`config.mk`:
```
export PLATFORM = sky130hd
export DESIGN_NAME = ttc_emergency_brake_flat
export DESIGN_NICKNAME = d
export VERILOG_FILES = /design/src/ttce_pkg.sv /design/src/ttce_if.sv /design/src/ttc_emergency_brake.sv /design/src/ttce_ctrl.sv /design/src/ttce_dp.sv /design/src/flat_wrapper.sv
export SDC_FILE = /design/constraint.sdc
export NUM_CORES = 2
export LEC_CHECK = 0
export ABC_AREA = 1
export BUFFER_PORTS_ARGS = -buffer_cell sky130_fd_sc_hd__buf_2
export CAP_MARGIN = 0
export CORE_UTILIZATION = 56
export DETAILED_ROUTE_END_ITERATION = 16
export PLACE_DENSITY = 0.72
export SLEW_MARGIN = 20
export SYNTH_ARGS = -nofsm -noshare
export SYNTH_HDL_FRONTEND = slang
export SYNTH_SLANG_ARGS = --single-unit
```
`constraint.sdc`:
```
create_clock -name clock -period 15.2 [get_ports clock]
set_input_delay 0.76 -clock clock [delete_from_list [all_inputs] [get_ports clock]]
set_output_delay 0.76 -clock clock [all_outputs]
set_load 0.03 [all_outputs]
```
`src/ttce_pkg.sv`:
```
// Shared types, constants and a lookup function for the emergency brake checker.
// No dependencies; used by every other file of the block.
package ttce_pkg;

   localparam int SPEED_W  = 16;
   localparam int RANGE_W  = 16;
   localparam int ANG_W    = 24;
   localparam int STEP_W   = 23;
   localparam int TTC_W    = 16;
   localparam int IDX_W    = 11;
   localparam int CSR_W    = 24;
   localparam int CSR_IDX_W = 2;
   localparam int XY_W     = 34;
   localparam int Z_W      = 36;
   localparam int P_W      = 50;
   localparam int REM_W    = 64;
   localparam int Q_W      = 17;
   localparam int STEP_CNT_W = 5;
   localparam int ATAN_W   = 20;

   localparam int MAX_BEAMS_DEF    = 2048;
   localparam int CORDIC_STEPS_DEF = 18;

   localparam int RED_TOP = 12;
   localparam int DIV_TOP = 16;
   localparam int RANGE_SHIFT = 38;

   localparam logic signed [Z_W-1:0]  ANG_PI      = 36'sd3294199;
   localparam logic signed [Z_W-1:0]  ANG_HALF_PI = 36'sd1647099;
   localparam logic signed [Z_W-1:0]  ANG_TWO_PI  = 36'sd6588398;
   localparam logic signed [XY_W-1:0] CORDIC_GAIN = 34'sd652032874;

   localparam logic [TTC_W-1:0] TTC_INF = 16'hFFFF;
   localparam logic [TTC_W-1:0] TTC_SAT = 16'hFFFE;

   localparam logic [TTC_W-1:0]        THRESHOLD_RST = 16'd1250;
   localparam logic signed [ANG_W-1:0] START_RST     = -24'sd2464154;
   localparam logic [STEP_W-1:0]       STEP_RST      = 23'd4575;

   typedef enum logic [CSR_IDX_W-1:0] {
      CSR_THRESHOLD = 2'd0,
      CSR_START     = 2'd1,
      CSR_STEP      = 2'd2
   } csr_idx_type;

   typedef enum logic [3:0] {
      DP_NONE, DP_LOAD, DP_VEC, DP_ODO_WR, DP_ANGLE, DP_REDUCE,
      DP_FOLD, DP_ROT, DP_MULT, DP_DCHK, DP_DIV, DP_UPDATE
   } dp_op_type;

   typedef enum logic [3:0] {
      ST_IDLE, ST_DISPATCH, ST_VEC, ST_ODO_WR, ST_ANGLE, ST_REDUCE,
      ST_FOLD, ST_ROT, ST_MULT, ST_DCHK, ST_DIV, ST_UPDATE
   } state_type;

   typedef struct packed {
      dp_op_type             op;
      logic [STEP_CNT_W-1:0] step;
   } dp_cmd_type;

   typedef struct packed {
      logic is_beam;
      logic is_last;
      logic out_block;
   } dp_status_type;

   function automatic logic [ATAN_W-1:0] atan_q20(input logic [STEP_CNT_W-1:0] i);
      logic [ATAN_W-1:0] v;
      case (i)
         5'd0:  v = 20'd823550;
         5'd1:  v = 20'd486170;
         5'd2:  v = 20'd256879;
         5'd3:  v = 20'd130396;
         5'd4:  v = 20'd65451;
         5'd5:  v = 20'd32757;
         5'd6:  v = 20'd16383;
         5'd7:  v = 20'd8192;
         5'd8:  v = 20'd4096;
         5'd9:  v = 20'd2048;
         5'd10: v = 20'd1024;
         5'd11: v = 20'd512;
         5'd12: v = 20'd256;
         5'd13: v = 20'd128;
         5'd14: v = 20'd64;
         5'd15: v = 20'd32;
         5'd16: v = 20'd16;
         5'd17: v = 20'd8;
         5'd18: v = 20'd4;
         5'd19: v = 20'd2;
         5'd20: v = 20'd1;
         default: v = 20'd0;
      endcase
      return v;
   endfunction

endpackage

```
`src/ttce_if.sv`:
```
// Request and response channel interfaces (valid/ready plus payload).
// Depends on ttce_pkg for field widths.
interface ttce_req_if;
   logic                            valid;
   logic                            ready;
   logic                            operation;
   logic signed [ttce_pkg::SPEED_W-1:0] forward_speed;
   logic signed [ttce_pkg::SPEED_W-1:0] lateral_speed;
   logic [ttce_pkg::RANGE_W-1:0]    beam_range;
   logic                            range_valid;
   logic                            last_beam;
   modport source (output valid, operation, forward_speed, lateral_speed,
                   beam_range, range_valid, last_beam, input ready);
   modport sink   (input valid, operation, forward_speed, lateral_speed,
                   beam_range, range_valid, last_beam, output ready);
endinterface

interface ttce_rsp_if;
   logic                          valid;
   logic                          ready;
   logic                          brake;
   logic [ttce_pkg::TTC_W-1:0]    min_ttc_ms;
   logic [ttce_pkg::IDX_W-1:0]    min_beam_index;
   modport source (output valid, brake, min_ttc_ms, min_beam_index, input ready);
   modport sink   (input valid, brake, min_ttc_ms, min_beam_index, output ready);
endinterface

```
`src/ttc_emergency_brake.sv`:
```
// Emergency brake checker top level: controller, datapath, channel ports.
// Each request runs through the shared CORDIC; a beam request also runs the 13-step angle
// reduction and the 17-step divider before the scan state update. One request at a time: the
// next one is accepted in the cycle after the previous finishes; a last beam also waits while
// an earlier response is still held.
// Reset (synchronous, active high): registers to defaults, scan state cleared.
module ttc_emergency_brake #(
   parameter int MAX_BEAMS    = ttce_pkg::MAX_BEAMS_DEF,
   parameter int CORDIC_STEPS = ttce_pkg::CORDIC_STEPS_DEF
) (
   input  logic                           clock,
   input  logic                           reset,
   ttce_req_if.sink                       req_chan,
   ttce_rsp_if.source                     rsp_chan,
   input  logic                           csr_write,
   input  logic [ttce_pkg::CSR_IDX_W-1:0] csr_index,
   input  logic [ttce_pkg::CSR_W-1:0]     csr_data
);
   import ttce_pkg::*;

   dp_cmd_type    cmd;
   dp_status_type status;

   ttce_ctrl #(.CORDIC_STEPS(CORDIC_STEPS)) u_ctrl (
      .clock     (clock),
      .reset     (reset),
      .req_valid (req_chan.valid),
      .req_ready (req_chan.ready),
      .cmd       (cmd),
      .status    (status)
   );

   ttce_dp #(.MAX_BEAMS(MAX_BEAMS)) u_dp (
      .clock          (clock),
      .reset          (reset),
      .csr_write      (csr_write),
      .csr_index      (csr_index),
      .csr_data       (csr_data),
      .cmd            (cmd),
      .status         (status),
      .in_operation   (req_chan.operation),
      .in_forward     (req_chan.forward_speed),
      .in_lateral     (req_chan.lateral_speed),
      .in_range       (req_chan.beam_range),
      .in_range_valid (req_chan.range_valid),
      .in_last        (req_chan.last_beam),
      .out_valid      (rsp_chan.valid),
      .out_ready      (rsp_chan.ready),
      .out_brake      (rsp_chan.brake),
      .out_ttc        (rsp_chan.min_ttc_ms),
      .out_index      (rsp_chan.min_beam_index)
   );

endmodule

```
`src/ttce_ctrl.sv`:
```
// Sequencing state machine: issues datapath commands and step indexes.
// Depends on ttce_pkg.
module ttce_ctrl #(
   parameter int CORDIC_STEPS = ttce_pkg::CORDIC_STEPS_DEF
) (
   input  logic                   clock,
   input  logic                   reset,
   input  logic                   req_valid,
   output logic                   req_ready,
   output ttce_pkg::dp_cmd_type   cmd,
   input  ttce_pkg::dp_status_type status
);
   import ttce_pkg::*;

   localparam logic [STEP_CNT_W-1:0] CS_LAST = STEP_CNT_W'(CORDIC_STEPS - 1);

   state_type             state_ff, state_in;
   logic [STEP_CNT_W-1:0] step_ff, step_in;

   always_ff @(posedge clock) begin
      if (reset) begin
         state_ff <= ST_IDLE;
         step_ff  <= '0;
      end else begin
         state_ff <= state_in;
         step_ff  <= step_in;
      end
   end

   always_comb begin
      state_in  = state_ff;
      step_in   = step_ff;
      req_ready = 1'b0;
      cmd.op    = DP_NONE;
      cmd.step  = step_ff;
      unique case (state_ff)
         ST_IDLE: begin
            req_ready = 1'b1;
            if (req_valid) begin
               cmd.op   = DP_LOAD;
               state_in = ST_DISPATCH;
               step_in  = '0;
            end
         end
         ST_DISPATCH: begin
            state_in = status.is_beam ? ST_ANGLE : ST_VEC;
         end
         ST_VEC: begin
            cmd.op = DP_VEC;
            if (step_ff == CS_LAST) begin
               state_in = ST_ODO_WR;
            end else begin
               step_in = step_ff + 1'b1;
            end
         end
         ST_ODO_WR: begin
            cmd.op   = DP_ODO_WR;
            state_in = ST_IDLE;
         end
         ST_ANGLE: begin
            cmd.op   = DP_ANGLE;
            state_in = ST_REDUCE;
            step_in  = STEP_CNT_W'(RED_TOP);
         end
         ST_REDUCE: begin
            cmd.op = DP_REDUCE;
            if (step_ff == '0) begin
               state_in = ST_FOLD;
            end else begin
               step_in = step_ff - 1'b1;
            end
         end
         ST_FOLD: begin
            cmd.op   = DP_FOLD;
            state_in = ST_ROT;
            step_in  = '0;
         end
         ST_ROT: begin
            cmd.op = DP_ROT;
            if (step_ff == CS_LAST) begin
               state_in = ST_MULT;
            end else begin
               step_in = step_ff + 1'b1;
            end
         end
         ST_MULT: begin
            cmd.op   = DP_MULT;
            state_in = ST_DCHK;
         end
         ST_DCHK: begin
            cmd.op   = DP_DCHK;
            state_in = ST_DIV;
            step_in  = STEP_CNT_W'(DIV_TOP);
         end
         ST_DIV: begin
            cmd.op = DP_DIV;
            if (step_ff == '0) begin
               state_in = ST_UPDATE;
            end else begin
               step_in = step_ff - 1'b1;
            end
         end
         ST_UPDATE: begin
            // hold a last beam while the previous response is still pending
            if (!(status.is_last && status.out_block)) begin
               cmd.op   = DP_UPDATE;
               state_in = ST_IDLE;
            end
         end
         default: state_in = ST_IDLE;
      endcase
   end

endmodule

```
`src/ttce_dp.sv`:
```
// Datapath: CSRs, scan state, shared CORDIC, angle reduction and divider.
// Depends on ttce_pkg; driven by ttce_ctrl commands.
module ttce_dp #(
   parameter int MAX_BEAMS = ttce_pkg::MAX_BEAMS_DEF
) (
   input  logic                               clock,
   input  logic                               reset,
   input  logic                               csr_write,
   input  logic [ttce_pkg::CSR_IDX_W-1:0]     csr_index,
   input  logic [ttce_pkg::CSR_W-1:0]         csr_data,
   input  ttce_pkg::dp_cmd_type               cmd,
   output ttce_pkg::dp_status_type            status,
   input  logic                               in_operation,
   input  logic signed [ttce_pkg::SPEED_W-1:0] in_forward,
   input  logic signed [ttce_pkg::SPEED_W-1:0] in_lateral,
   input  logic [ttce_pkg::RANGE_W-1:0]       in_range,
   input  logic                               in_range_valid,
   input  logic                               in_last,
   output logic                               out_valid,
   input  logic                               out_ready,
   output logic                               out_brake,
   output logic [ttce_pkg::TTC_W-1:0]         out_ttc,
   output logic [ttce_pkg::IDX_W-1:0]         out_index
);
   import ttce_pkg::*;

   localparam int PROD_W = IDX_W + STEP_W;

   logic [TTC_W-1:0]        thresh_ff;
   logic signed [ANG_W-1:0] start_ff;
   logic [STEP_W-1:0]       astep_ff;

   logic                    op_ff, valid_ff, last_ff;
   logic signed [SPEED_W-1:0] fwd_ff, lat_ff;
   logic [RANGE_W-1:0]      range_ff;

   logic signed [SPEED_W-1:0] speed_ff;
   logic signed [ANG_W-1:0] slip_ff;
   logic [IDX_W-1:0]        cnt_ff;
   logic [TTC_W-1:0]        min_ff;
   logic [IDX_W-1:0]        idx_ff;

   logic signed [XY_W-1:0]  x_ff, y_ff;
   logic signed [Z_W-1:0]   z_ff;
   logic                    neg_ff;
   logic signed [P_W-1:0]   p_ff;
   logic [REM_W-1:0]        rem_ff;
   logic [Q_W-1:0]          q_ff;
   logic                    sat_ff, inf_ff;

   logic                    rsp_valid_ff;
   logic                    rsp_brake_ff;
   logic [TTC_W-1:0]        rsp_ttc_ff;
   logic [IDX_W-1:0]        rsp_idx_ff;

   logic signed [XY_W-1:0]  dx, dy, cval;
   logic signed [Z_W-1:0]   atan_z, red_thr, ang_sum, r1;
   logic [PROD_W-1:0]       prod;
   logic [REM_W-1:0]        pd, dsh;
   logic [TTC_W-1:0]        ttc, min_new;
   logic [IDX_W-1:0]        idx_new;
   logic                    take;

   assign dx      = y_ff >>> cmd.step;
   assign dy      = x_ff >>> cmd.step;
   assign atan_z  = Z_W'(atan_q20(cmd.step));
   assign red_thr = ANG_TWO_PI <<< cmd.step;
   assign prod    = PROD_W'(cnt_ff) * PROD_W'(astep_ff);
   assign ang_sum = Z_W'(start_ff) + $signed(Z_W'(prod)) + Z_W'(slip_ff)
                    + (ANG_TWO_PI <<< 2);
   assign r1      = (z_ff > ANG_PI) ? z_ff - ANG_TWO_PI : z_ff;
   assign cval    = neg_ff ? -x_ff : x_ff;
   assign pd      = REM_W'(p_ff[P_W-2:0]);
   assign dsh     = pd << cmd.step;

   always_comb begin
      if (inf_ff) begin
         ttc = TTC_INF;
      end else if (sat_ff || q_ff > Q_W'(TTC_SAT)) begin
         ttc = TTC_SAT;
      end else begin
         ttc = q_ff[TTC_W-1:0];
      end
      take    = ttc < min_ff;
      min_new = take ? ttc : min_ff;
      idx_new = take ? cnt_ff : idx_ff;
   end

   assign status.is_beam   = op_ff;
   assign status.is_last   = last_ff;
   assign status.out_block = rsp_valid_ff && !out_ready;

   assign out_valid = rsp_valid_ff;
   assign out_brake = rsp_brake_ff;
   assign out_ttc   = rsp_ttc_ff;
   assign out_index = rsp_idx_ff;

   always_ff @(posedge clock) begin
      if (reset) begin
         thresh_ff <= THRESHOLD_RST;
         start_ff  <= START_RST;
         astep_ff  <= STEP_RST;
      end else if (csr_write) begin
         unique case (csr_index)
            CSR_THRESHOLD: thresh_ff <= csr_data[TTC_W-1:0];
            CSR_START:     start_ff  <= $signed(csr_data[ANG_W-1:0]);
            CSR_STEP:      astep_ff  <= csr_data[STEP_W-1:0];
            default: ;
         endcase
      end
   end

   always_ff @(posedge clock) begin
      if (reset) begin
         speed_ff     <= '0;
         slip_ff      <= '0;
         cnt_ff       <= '0;
         min_ff       <= TTC_INF;
         idx_ff       <= '0;
         rsp_valid_ff <= 1'b0;
      end else begin
         if (rsp_valid_ff && out_ready) begin
            rsp_valid_ff <= 1'b0;
         end
         if (cmd.op == DP_ODO_WR) begin
            speed_ff <= fwd_ff;
            slip_ff  <= (lat_ff > 0) ? z_ff[ANG_W-1:0] : '0;
         end
         if (cmd.op == DP_UPDATE) begin
            if (last_ff) begin
               rsp_valid_ff <= 1'b1;
               cnt_ff       <= '0;
               min_ff       <= TTC_INF;
               idx_ff       <= '0;
            end else begin
               min_ff <= min_new;
               idx_ff <= idx_new;
               if (32'(cnt_ff) == 32'(MAX_BEAMS - 1)) begin
                  cnt_ff <= '0;
               end else begin
                  cnt_ff <= cnt_ff + 1'b1;
               end
            end
         end
      end
   end

   always_ff @(posedge clock) begin
      if (cmd.op == DP_UPDATE && last_ff) begin
         rsp_brake_ff <= (min_new != TTC_INF) && (min_new < thresh_ff);
         rsp_ttc_ff   <= min_new;
         rsp_idx_ff   <= idx_new;
      end
      case (cmd.op)
         DP_LOAD: begin
            op_ff    <= in_operation;
            fwd_ff   <= in_forward;
            lat_ff   <= in_lateral;
            range_ff <= in_range;
            valid_ff <= in_range_valid;
            last_ff  <= in_last;
            x_ff     <= XY_W'(in_lateral) <<< 14;
            y_ff     <= XY_W'(in_forward) <<< 14;
            z_ff     <= '0;
         end
         DP_VEC: begin
            if (y_ff > 0) begin
               x_ff <= x_ff + dx;
               y_ff <= y_ff - dy;
               z_ff <= z_ff + atan_z;
            end else begin
               x_ff <= x_ff - dx;
               y_ff <= y_ff + dy;
               z_ff <= z_ff - atan_z;
            end
         end
         DP_ANGLE: z_ff <= ang_sum;
         DP_REDUCE: begin
            if (z_ff >= red_thr) begin
               z_ff <= z_ff - red_thr;
            end
         end
         DP_FOLD: begin
            x_ff <= CORDIC_GAIN;
            y_ff <= '0;
            if (r1 > ANG_HALF_PI) begin
               z_ff   <= ANG_PI - r1;
               neg_ff <= 1'b1;
            end else if (r1 < -ANG_HALF_PI) begin
               z_ff   <= -ANG_PI - r1;
               neg_ff <= 1'b1;
            end else begin
               z_ff   <= r1;
               neg_ff <= 1'b0;
            end
         end
         DP_ROT: begin
            if (z_ff >= 0) begin
               x_ff <= x_ff - dx;
               y_ff <= y_ff + dy;
               z_ff <= z_ff - atan_z;
            end else begin
               x_ff <= x_ff + dx;
               y_ff <= y_ff - dy;
               z_ff <= z_ff + atan_z;
            end
         end
         DP_MULT: p_ff <= P_W'(speed_ff) * P_W'(cval);
         DP_DCHK: begin
            rem_ff <= REM_W'(range_ff) << RANGE_SHIFT;
            sat_ff <= (REM_W'(range_ff) << RANGE_SHIFT) >= (pd << Q_W);
            inf_ff <= !(valid_ff && p_ff > 0);
            q_ff   <= '0;
         end
         DP_DIV: begin
            if (rem_ff >= dsh) begin
               rem_ff <= rem_ff - dsh;
               q_ff   <= q_ff | (Q_W'(1) << cmd.step);
            end
         end
         default: ;
      endcase
   end

endmodule

```
`src/flat_wrapper.sv`:
```
// flat-port wrapper written by rule: the top's interface ports become plain ports
module ttc_emergency_brake_flat import ttce_pkg::*;
#(
   parameter int MAX_BEAMS    = ttce_pkg::MAX_BEAMS_DEF,
   parameter int CORDIC_STEPS = ttce_pkg::CORDIC_STEPS_DEF
)
  (clock, reset, csr_write, csr_index, csr_data, req_chan_valid, req_chan_operation, req_chan_forward_speed, req_chan_lateral_speed, req_chan_beam_range, req_chan_range_valid, req_chan_last_beam, req_chan_ready, rsp_chan_valid, rsp_chan_brake, rsp_chan_min_ttc_ms, rsp_chan_min_beam_index, rsp_chan_ready);
  ttce_req_if req_chan_i ();
  ttce_rsp_if rsp_chan_i ();
  input  logic clock;
  input  logic reset;
  input  logic csr_write;
  input  logic [ttce_pkg::CSR_IDX_W-1:0] csr_index;
  input  logic [ttce_pkg::CSR_W-1:0] csr_data;
  input wire logic [$bits(req_chan_i.valid)-1:0] req_chan_valid;
  input wire logic [$bits(req_chan_i.operation)-1:0] req_chan_operation;
  input wire logic [$bits(req_chan_i.forward_speed)-1:0] req_chan_forward_speed;
  input wire logic [$bits(req_chan_i.lateral_speed)-1:0] req_chan_lateral_speed;
  input wire logic [$bits(req_chan_i.beam_range)-1:0] req_chan_beam_range;
  input wire logic [$bits(req_chan_i.range_valid)-1:0] req_chan_range_valid;
  input wire logic [$bits(req_chan_i.last_beam)-1:0] req_chan_last_beam;
  output wire logic [$bits(req_chan_i.ready)-1:0] req_chan_ready;
  output wire logic [$bits(rsp_chan_i.valid)-1:0] rsp_chan_valid;
  output wire logic [$bits(rsp_chan_i.brake)-1:0] rsp_chan_brake;
  output wire logic [$bits(rsp_chan_i.min_ttc_ms)-1:0] rsp_chan_min_ttc_ms;
  output wire logic [$bits(rsp_chan_i.min_beam_index)-1:0] rsp_chan_min_beam_index;
  input wire logic [$bits(rsp_chan_i.ready)-1:0] rsp_chan_ready;
  assign req_chan_i.valid = req_chan_valid;
  assign req_chan_i.operation = req_chan_operation;
  assign req_chan_i.forward_speed = req_chan_forward_speed;
  assign req_chan_i.lateral_speed = req_chan_lateral_speed;
  assign req_chan_i.beam_range = req_chan_beam_range;
  assign req_chan_i.range_valid = req_chan_range_valid;
  assign req_chan_i.last_beam = req_chan_last_beam;
  assign req_chan_ready = req_chan_i.ready;
  assign rsp_chan_valid = rsp_chan_i.valid;
  assign rsp_chan_brake = rsp_chan_i.brake;
  assign rsp_chan_min_ttc_ms = rsp_chan_i.min_ttc_ms;
  assign rsp_chan_min_beam_index = rsp_chan_i.min_beam_index;
  assign rsp_chan_i.ready = rsp_chan_ready;
  ttc_emergency_brake #(.MAX_BEAMS(MAX_BEAMS), .CORDIC_STEPS(CORDIC_STEPS)) u_core (.clock(clock), .reset(reset), .req_chan(req_chan_i), .rsp_chan(rsp_chan_i), .csr_write(csr_write), .csr_index(csr_index), .csr_data(csr_data));
endmodule
```
Word level (Yosys, flattened, before mapping)
Memories as Yosys holds them, arrays and structs flattened. A register that Yosys moved wholly into a read port is not among the register bits. Index checks and enable logic that the tools add are counted.

Register bits: 468. Bits in latches: 0. RAM bits: 0. Memory bits (read-only): 640. Bits of input ports: 82. Output and inout bits: 30. Word-level logic and storage cells: 180. Memories kept: 1.

Memory list: (name not given) (depth 32, width 20, rd ports 1, clocked after memory_dff 1, write ports 0, line ttce_pkg.sv:69) `case (i)`.

Add/subtract/negate cells: 18. Multiply operators: 2. Divide/modulo/power cells: 0. Order comparisons: 13. Equal/unequal tests: 37. Shift-type cells: 5. Muxes and demuxes: 49. Bitwise operators: 1. Reduce and logical (&&, ||, !) cells: 25.

Operator list (number): $pmux W34 S4 (2); $mux W36 (6); $pmux W36 S6 (1); $mux W34 (5); $pmux W64 S2 (1); $pmux W4 S11 (2); $sub A23 B36 Y36 const A (2); $add A34 B34 Y34 (2); $sshr A34 B5 Y34 (2); $sub A34 B34 Y34 (2); $ge A54 B64 Y1 (1); $ge A64 B64 Y1 (1); $mux W16 (4); $mux W64 (1); $shl A49 B5 Y64 (1); $sub A64 B64 Y64 (1); $gt A50 B1 Y1 const B (1); $mul A16 B34 Y50 (1); $mux W11 (4); $add A24 B35 Y36 (1); $add A36 B21 Y36 (1); $add A36 B24 Y36 (1); $add A36 B26 Y36 const B (1); $ge A36 B1 Y1 const B (1); other kinds (50) (105).

Logic depth before layout (Yosys ltp)
Depth in word-level cells: 8. Depth in mapped cells: 44. Depth with buffers taken out: 42.

By module
From an unflattened synthesis, not the netlist that was laid out.

Cells, all modules: 11573. Area, all modules: 79100.9 um^2.

By module, submodules not included: ttce_dp (times used 1, cells each 11419, area an instance 78208.8 um^2, sequential area each 12361.9 um^2); ttce_ctrl (times used 1, cells each 154, area an instance 892.1 um^2, sequential area each 180.2 um^2).

Worst setup path before layout
Ideal clock, no wire load.

Kind: reg-to-reg. Start point: register u_core.u_dp.cnt_ff[2]. End point: register u_core.u_dp.z_ff[34] (data pin). Arrival time: 7.787 ns. Data required time: 14.947 ns. Path slack: 7.160 ns. Cell stages (with the launch flop): 40. Buffers on the path: 2. Period minus slack after synthesis: 8.040 ns. Cell sequence: dfxtp_1 clkbuf_1 clkbuf_1 nand2_1 fa_1 fa_1 inv_1 fa_1 fa_1 inv_1 fa_1 inv_1 ha_1 inv_1 nor4_1 nand2_1 nand3_1 a21boi_0 (+4 left out) nand2_1 a21boi_0 o21ai_0 xor2_1 inv_1 fa_1 inv_1 ha_1 ha_1 nand2_1 nor4_1 a221oi_1 nand2_1 a21oi_1 o21ai_0 nand3_1 nor2_1 nand2_1.

Word-level cells in the longest chain between the ends: 5.

RTL lines: from (decl) (line ttce_dp.sv:39) `logic [IDX_W-1:0] cnt_ff;`; from (signal assigned) (line ttce_dp.sv:141) `cnt_ff <= cnt_ff + 1'b1;`; $mul A11 B23 Y34 (line ttce_dp.sv:68) `assign prod = PROD_W'(cnt_ff) * PROD_W'(astep_ff);`; $add A24 B35 Y36 (line ttce_dp.sv:69) `assign ang_sum = Z_W'(start_ff) + $signed(Z_W'(prod)) + Z_W'(slip_ff)`; $add A36 B24 Y36 (line ttce_dp.sv:69); $add A36 B26 Y36 (line ttce_dp.sv:70) `+ (ANG_TWO_PI <<< 2);`; $pmux W36 S6 (line ttce_dp.sv:154) `case (cmd.op)`; to (signal assigned) (line ttce_dp.sv:170) `z_ff <= z_ff + atan_z;`; to (signal assigned) (line ttce_dp.sv:174) `z_ff <= z_ff - atan_z;`; to (signal assigned) (line ttce_dp.sv:177) `DP_ANGLE: z_ff <= ang_sum;`; to (decl) (line ttce_dp.sv:44) `logic signed [Z_W-1:0] z_ff;`.

Every way passes these cells. A chain may end at the register's enable or synchronous reset.

Worst setup path in the final report
Ends and elaborated chain as after synthesis.

==> metrics.csv <==
metric;value;unit
status;completed;
worst_hold_path_type;in2reg;
fin_tns_setup;0;ns
synth_enable_flop_cells;317;
detail_route.iter0.violations;8404;
skew;0.0903;ns
areaGrowthSynthToFinish;5.08;%
placement.io_buffers;111;
asyncSetResetFlopFracSynth;0;%
min_delay_path_depth;1;
grt_util_met3;7.67;%
synth_area_per_cell;6.90;um^2
num-fill-cells;13500;
busiest_layer;met2;
hold-path-endpoint;u_core.u_dp.last_ff;
overflow;0;
setup_repair_after_global_routing_missed_its_margin;false;
layout-drive-gt1-share;4.38;%
worstSkewPairLatency;0.76;ns
reg2reg_depth;37;
setup_violations;0;
placement_rows;137;
dr_total_vias;78000;
io-pin-count;112;
drtPass1Iterations;9;
timing.rr.end;u_core.u_dp.z_ff[34];
core-area;140000;um^2
cts_tree;yes;
globalplace.congestion;1.04;
worstReg2RegStart;u_core.u_dp.cnt_ff[2];
min_period;9.57;ns
smallest_setup_slack_after_layout;5.63;ns
critPathMostFrequentCell;nand2_1;
fin_crit_sh;63.0;%
synth_area_leaders;fa_1, nand2_1, edfxtp_1;
worst-slew-pin-transition;1.11;ns
total_leakage_power;41.4;nW
ys_top_cells_by_count;nand2_1, inv_1, nor2_1;
cap_violations;0;
yosysSeqAreaShare;16.4;%
critPathSlowestCell;dfxtp_1;
ys_dominant_reg_cell;edfxtp_1;
die_height;377;um
htree_levels;2;
met1_usage;52.6;%
finalInstanceArea;82800;um^2
yosysTopAreaCell;fa_1;
detail_route.vias_per_cell;5.92;
place_ws;5.88;ns
yosysWarningCount;0;
wl_per_cell;21.9;um
postSynthNetCount;12900;
finalHoldViolations;0;
clk_pin_slew;0.07;ns
ctsLongestPathBuffers;3;
postRouteWirelength;289000;um
vdd_drop_max;0.000244;V
antenna_found_initial;10;
setup.worst_path.start_class;register;
route.antenna.remaining_nets;0;
synth.most_common_cell;nand2_1;
synth-seq-cells;488;
required;15.66;ns
power;18.5;mW
cts.sinks;488;
timing.critical_path.fanout_max;25;
post_cts.resized_instances;0;
final_nets;12700;
worst_hold_slack;0.193;ns
grt_usage;40.2;%
synth_cell_types;75;
multi_input_comb_area;56300;um^2
timing.critical_path.slowest_cell_delay;0.96;ns
critical_path_arrival;10.03;ns
kind_of_end_point_of_the_critical_path;register;
die_x;377;um
hold_start;req_chan_last_beam;
worst-r2r-setup-slack;5.63;ns
maxSlewViolCount;0;
drc;0;
cts-buffers-inserted;61;
yosysTopAreaCellShare;18.9;%
cts.root.buffer_cell;clkbuf_16;
cts-hold-fix-buffers;0;
first_global_vias;75200;
place_area;80600;um^2
clock.fmax;105;MHz
postSynthCellCount;11400;
initial_utilization;56.5;%
grt_max_degree;80;
max_slew_margin;26.0;%
regArea;13000;um^2
crit_type;reg2reg;
die_area;142000;um^2
dpl.hpwl;233000;um
global_route_wire_length_before_repair;441000;um
powerDensity;223;nW/um^2
grt_use_met2;62.4;%
postCtsSetupRepairBufs;0;
syn-cell-area;78800;um^2
flip-flops by register name (all words and copies together) (netlist names), 16 cells and up:
name and cells:
u_core.u_dp.p_ff 50, u_core.u_dp.fwd_ff 16, u_core.u_dp.y_ff 34, u_core.u_dp.q_ff 17, u_core.u_dp.slip_ff 24, u_core.u_dp.x_ff 34, u_core.u_dp.astep_ff 23, u_core.u_dp.lat_ff 16
u_core.u_dp.z_ff 36, u_core.u_dp.out_ttc 16, u_core.u_dp.start_ff 24, u_core.u_dp.thresh_ff 16, u_core.u_dp.speed_ff 16, u_core.u_dp.atan_z 20, u_core.u_dp.range_ff 16, u_core.u_dp.min_ff 16
u_core.u_dp.rem_ff 64
placed cells by master, fill, tap and decap left out, types with 64 or more instances in the layout:
cell type | synthesis | routed
xor2_1 | 148 | 147
nand4_1 | 119 | 119
ha_1 | 603 | 603
fa_1 | 746 | 746
inv_1 | 2064 | 2062
clkbuf_16 | 0 | 64
nand2_1 | 2753 | 2752
a21oi_1 | 800 | 799
dfxtp_1 | 171 | 160
edfxtp_1 | 317 | 317
nor2_1 | 985 | 976
a31oi_1 | 92 | 92
buf_2 | 29 | 111
or2_2 | 80 | 80
nand3_1 | 485 | 485
nor3_1 | 88 | 87
buf_4 | 7 | 77
mux2i_1 | 109 | 109
o21ai_0 | 815 | 813
o211ai_1 | 73 | 73
layer usage:
layer	routed length (um)	up-vias
met5	40	-
met4	19000	6
met3	29000	867
met2	127000	4040
met1	114000	36900
li1	-	36200
stage by stage:
stage          utilization [%]  instances
5_1_grt                   59.4      13200
4_1_cts                   59.3      13200
3_3_place_gp              57.8      13100
6_report                  59.4      13200
2_1_floorplan                -      11400
3_5_place_dp              57.8      13100
logic make-up (layout without fill, tap and decap cells):
family / after synthesis / after routing / share of synthesized area, %
AOI/OAI and AO/OA: 2101 / 2101 / 14.9
xor gates and xnor gates: 202 / 202 / 2.24
adders and majority gates: 1349 / 1349 / 28.5
buffers and inverters: 2540 / 2404 / 12.3
DFF: 488 / 488 / 16.4
muxes: 109 / 109 / 1.38
other: 0 / 4 / 0
and+or+nand+nor: 4643 / 4643 / 24.2
worst max-delay path, delay by kind of cell (launching register included):
family	cells	cell delay (ns)
adders and majority gates	9	4.04
and+or+nand+nor	13	1.93
DFF	1	0.96
xor gates and xnor gates	1	0.37
AOI/OAI and AO/OA	8	1.59
buffers and inverters	6	0.40
power breakdown:
group	internal [mW]	switching, mW	leakage (nW)
registers	1.93	0.628	4.44
logic	4.22	10.1	35.9
clock network	0.888	0.707	1.05
area by class of cell:
| class | instances | share of cell area, % |
|---|---|---|
| multi-input cells | 8404 | 67.9 |
| well taps | 1876 | 2.83 |
| clock buffers | 78 | 2.08 |
| diodes | 4 | 0.0121 |
| flip-flops and latches | 488 | 15.7 |
| inverters | 2099 | 9.53 |
| repair buffers | 189 | 1.40 |
| clock inverters | 38 | 0.541 |
worst max path at each step:
stage / start / end / slack, ns / depth (start not counted)
after floorplan: u_core.u_dp.cnt_ff[2] / u_core.u_dp.z_ff[34] / 7.16 / 39
after global placement: u_core.u_dp.cnt_ff[2] / u_core.u_dp.z_ff[34] / 5.97 / 37
after detailed placement: u_core.u_dp.cnt_ff[8] / u_core.u_dp.z_ff[34] / 5.88 / 37
after CTS: u_core.u_dp.cnt_ff[2] / u_core.u_dp.z_ff[34] / 5.83 / 37
after global routing: u_core.u_dp.cnt_ff[2] / u_core.u_dp.z_ff[34] / 4.96 / 37
final: u_core.u_dp.cnt_ff[2] / u_core.u_dp.z_ff[34] / 5.63 / 37
Power figures use the tool's default switching activity.
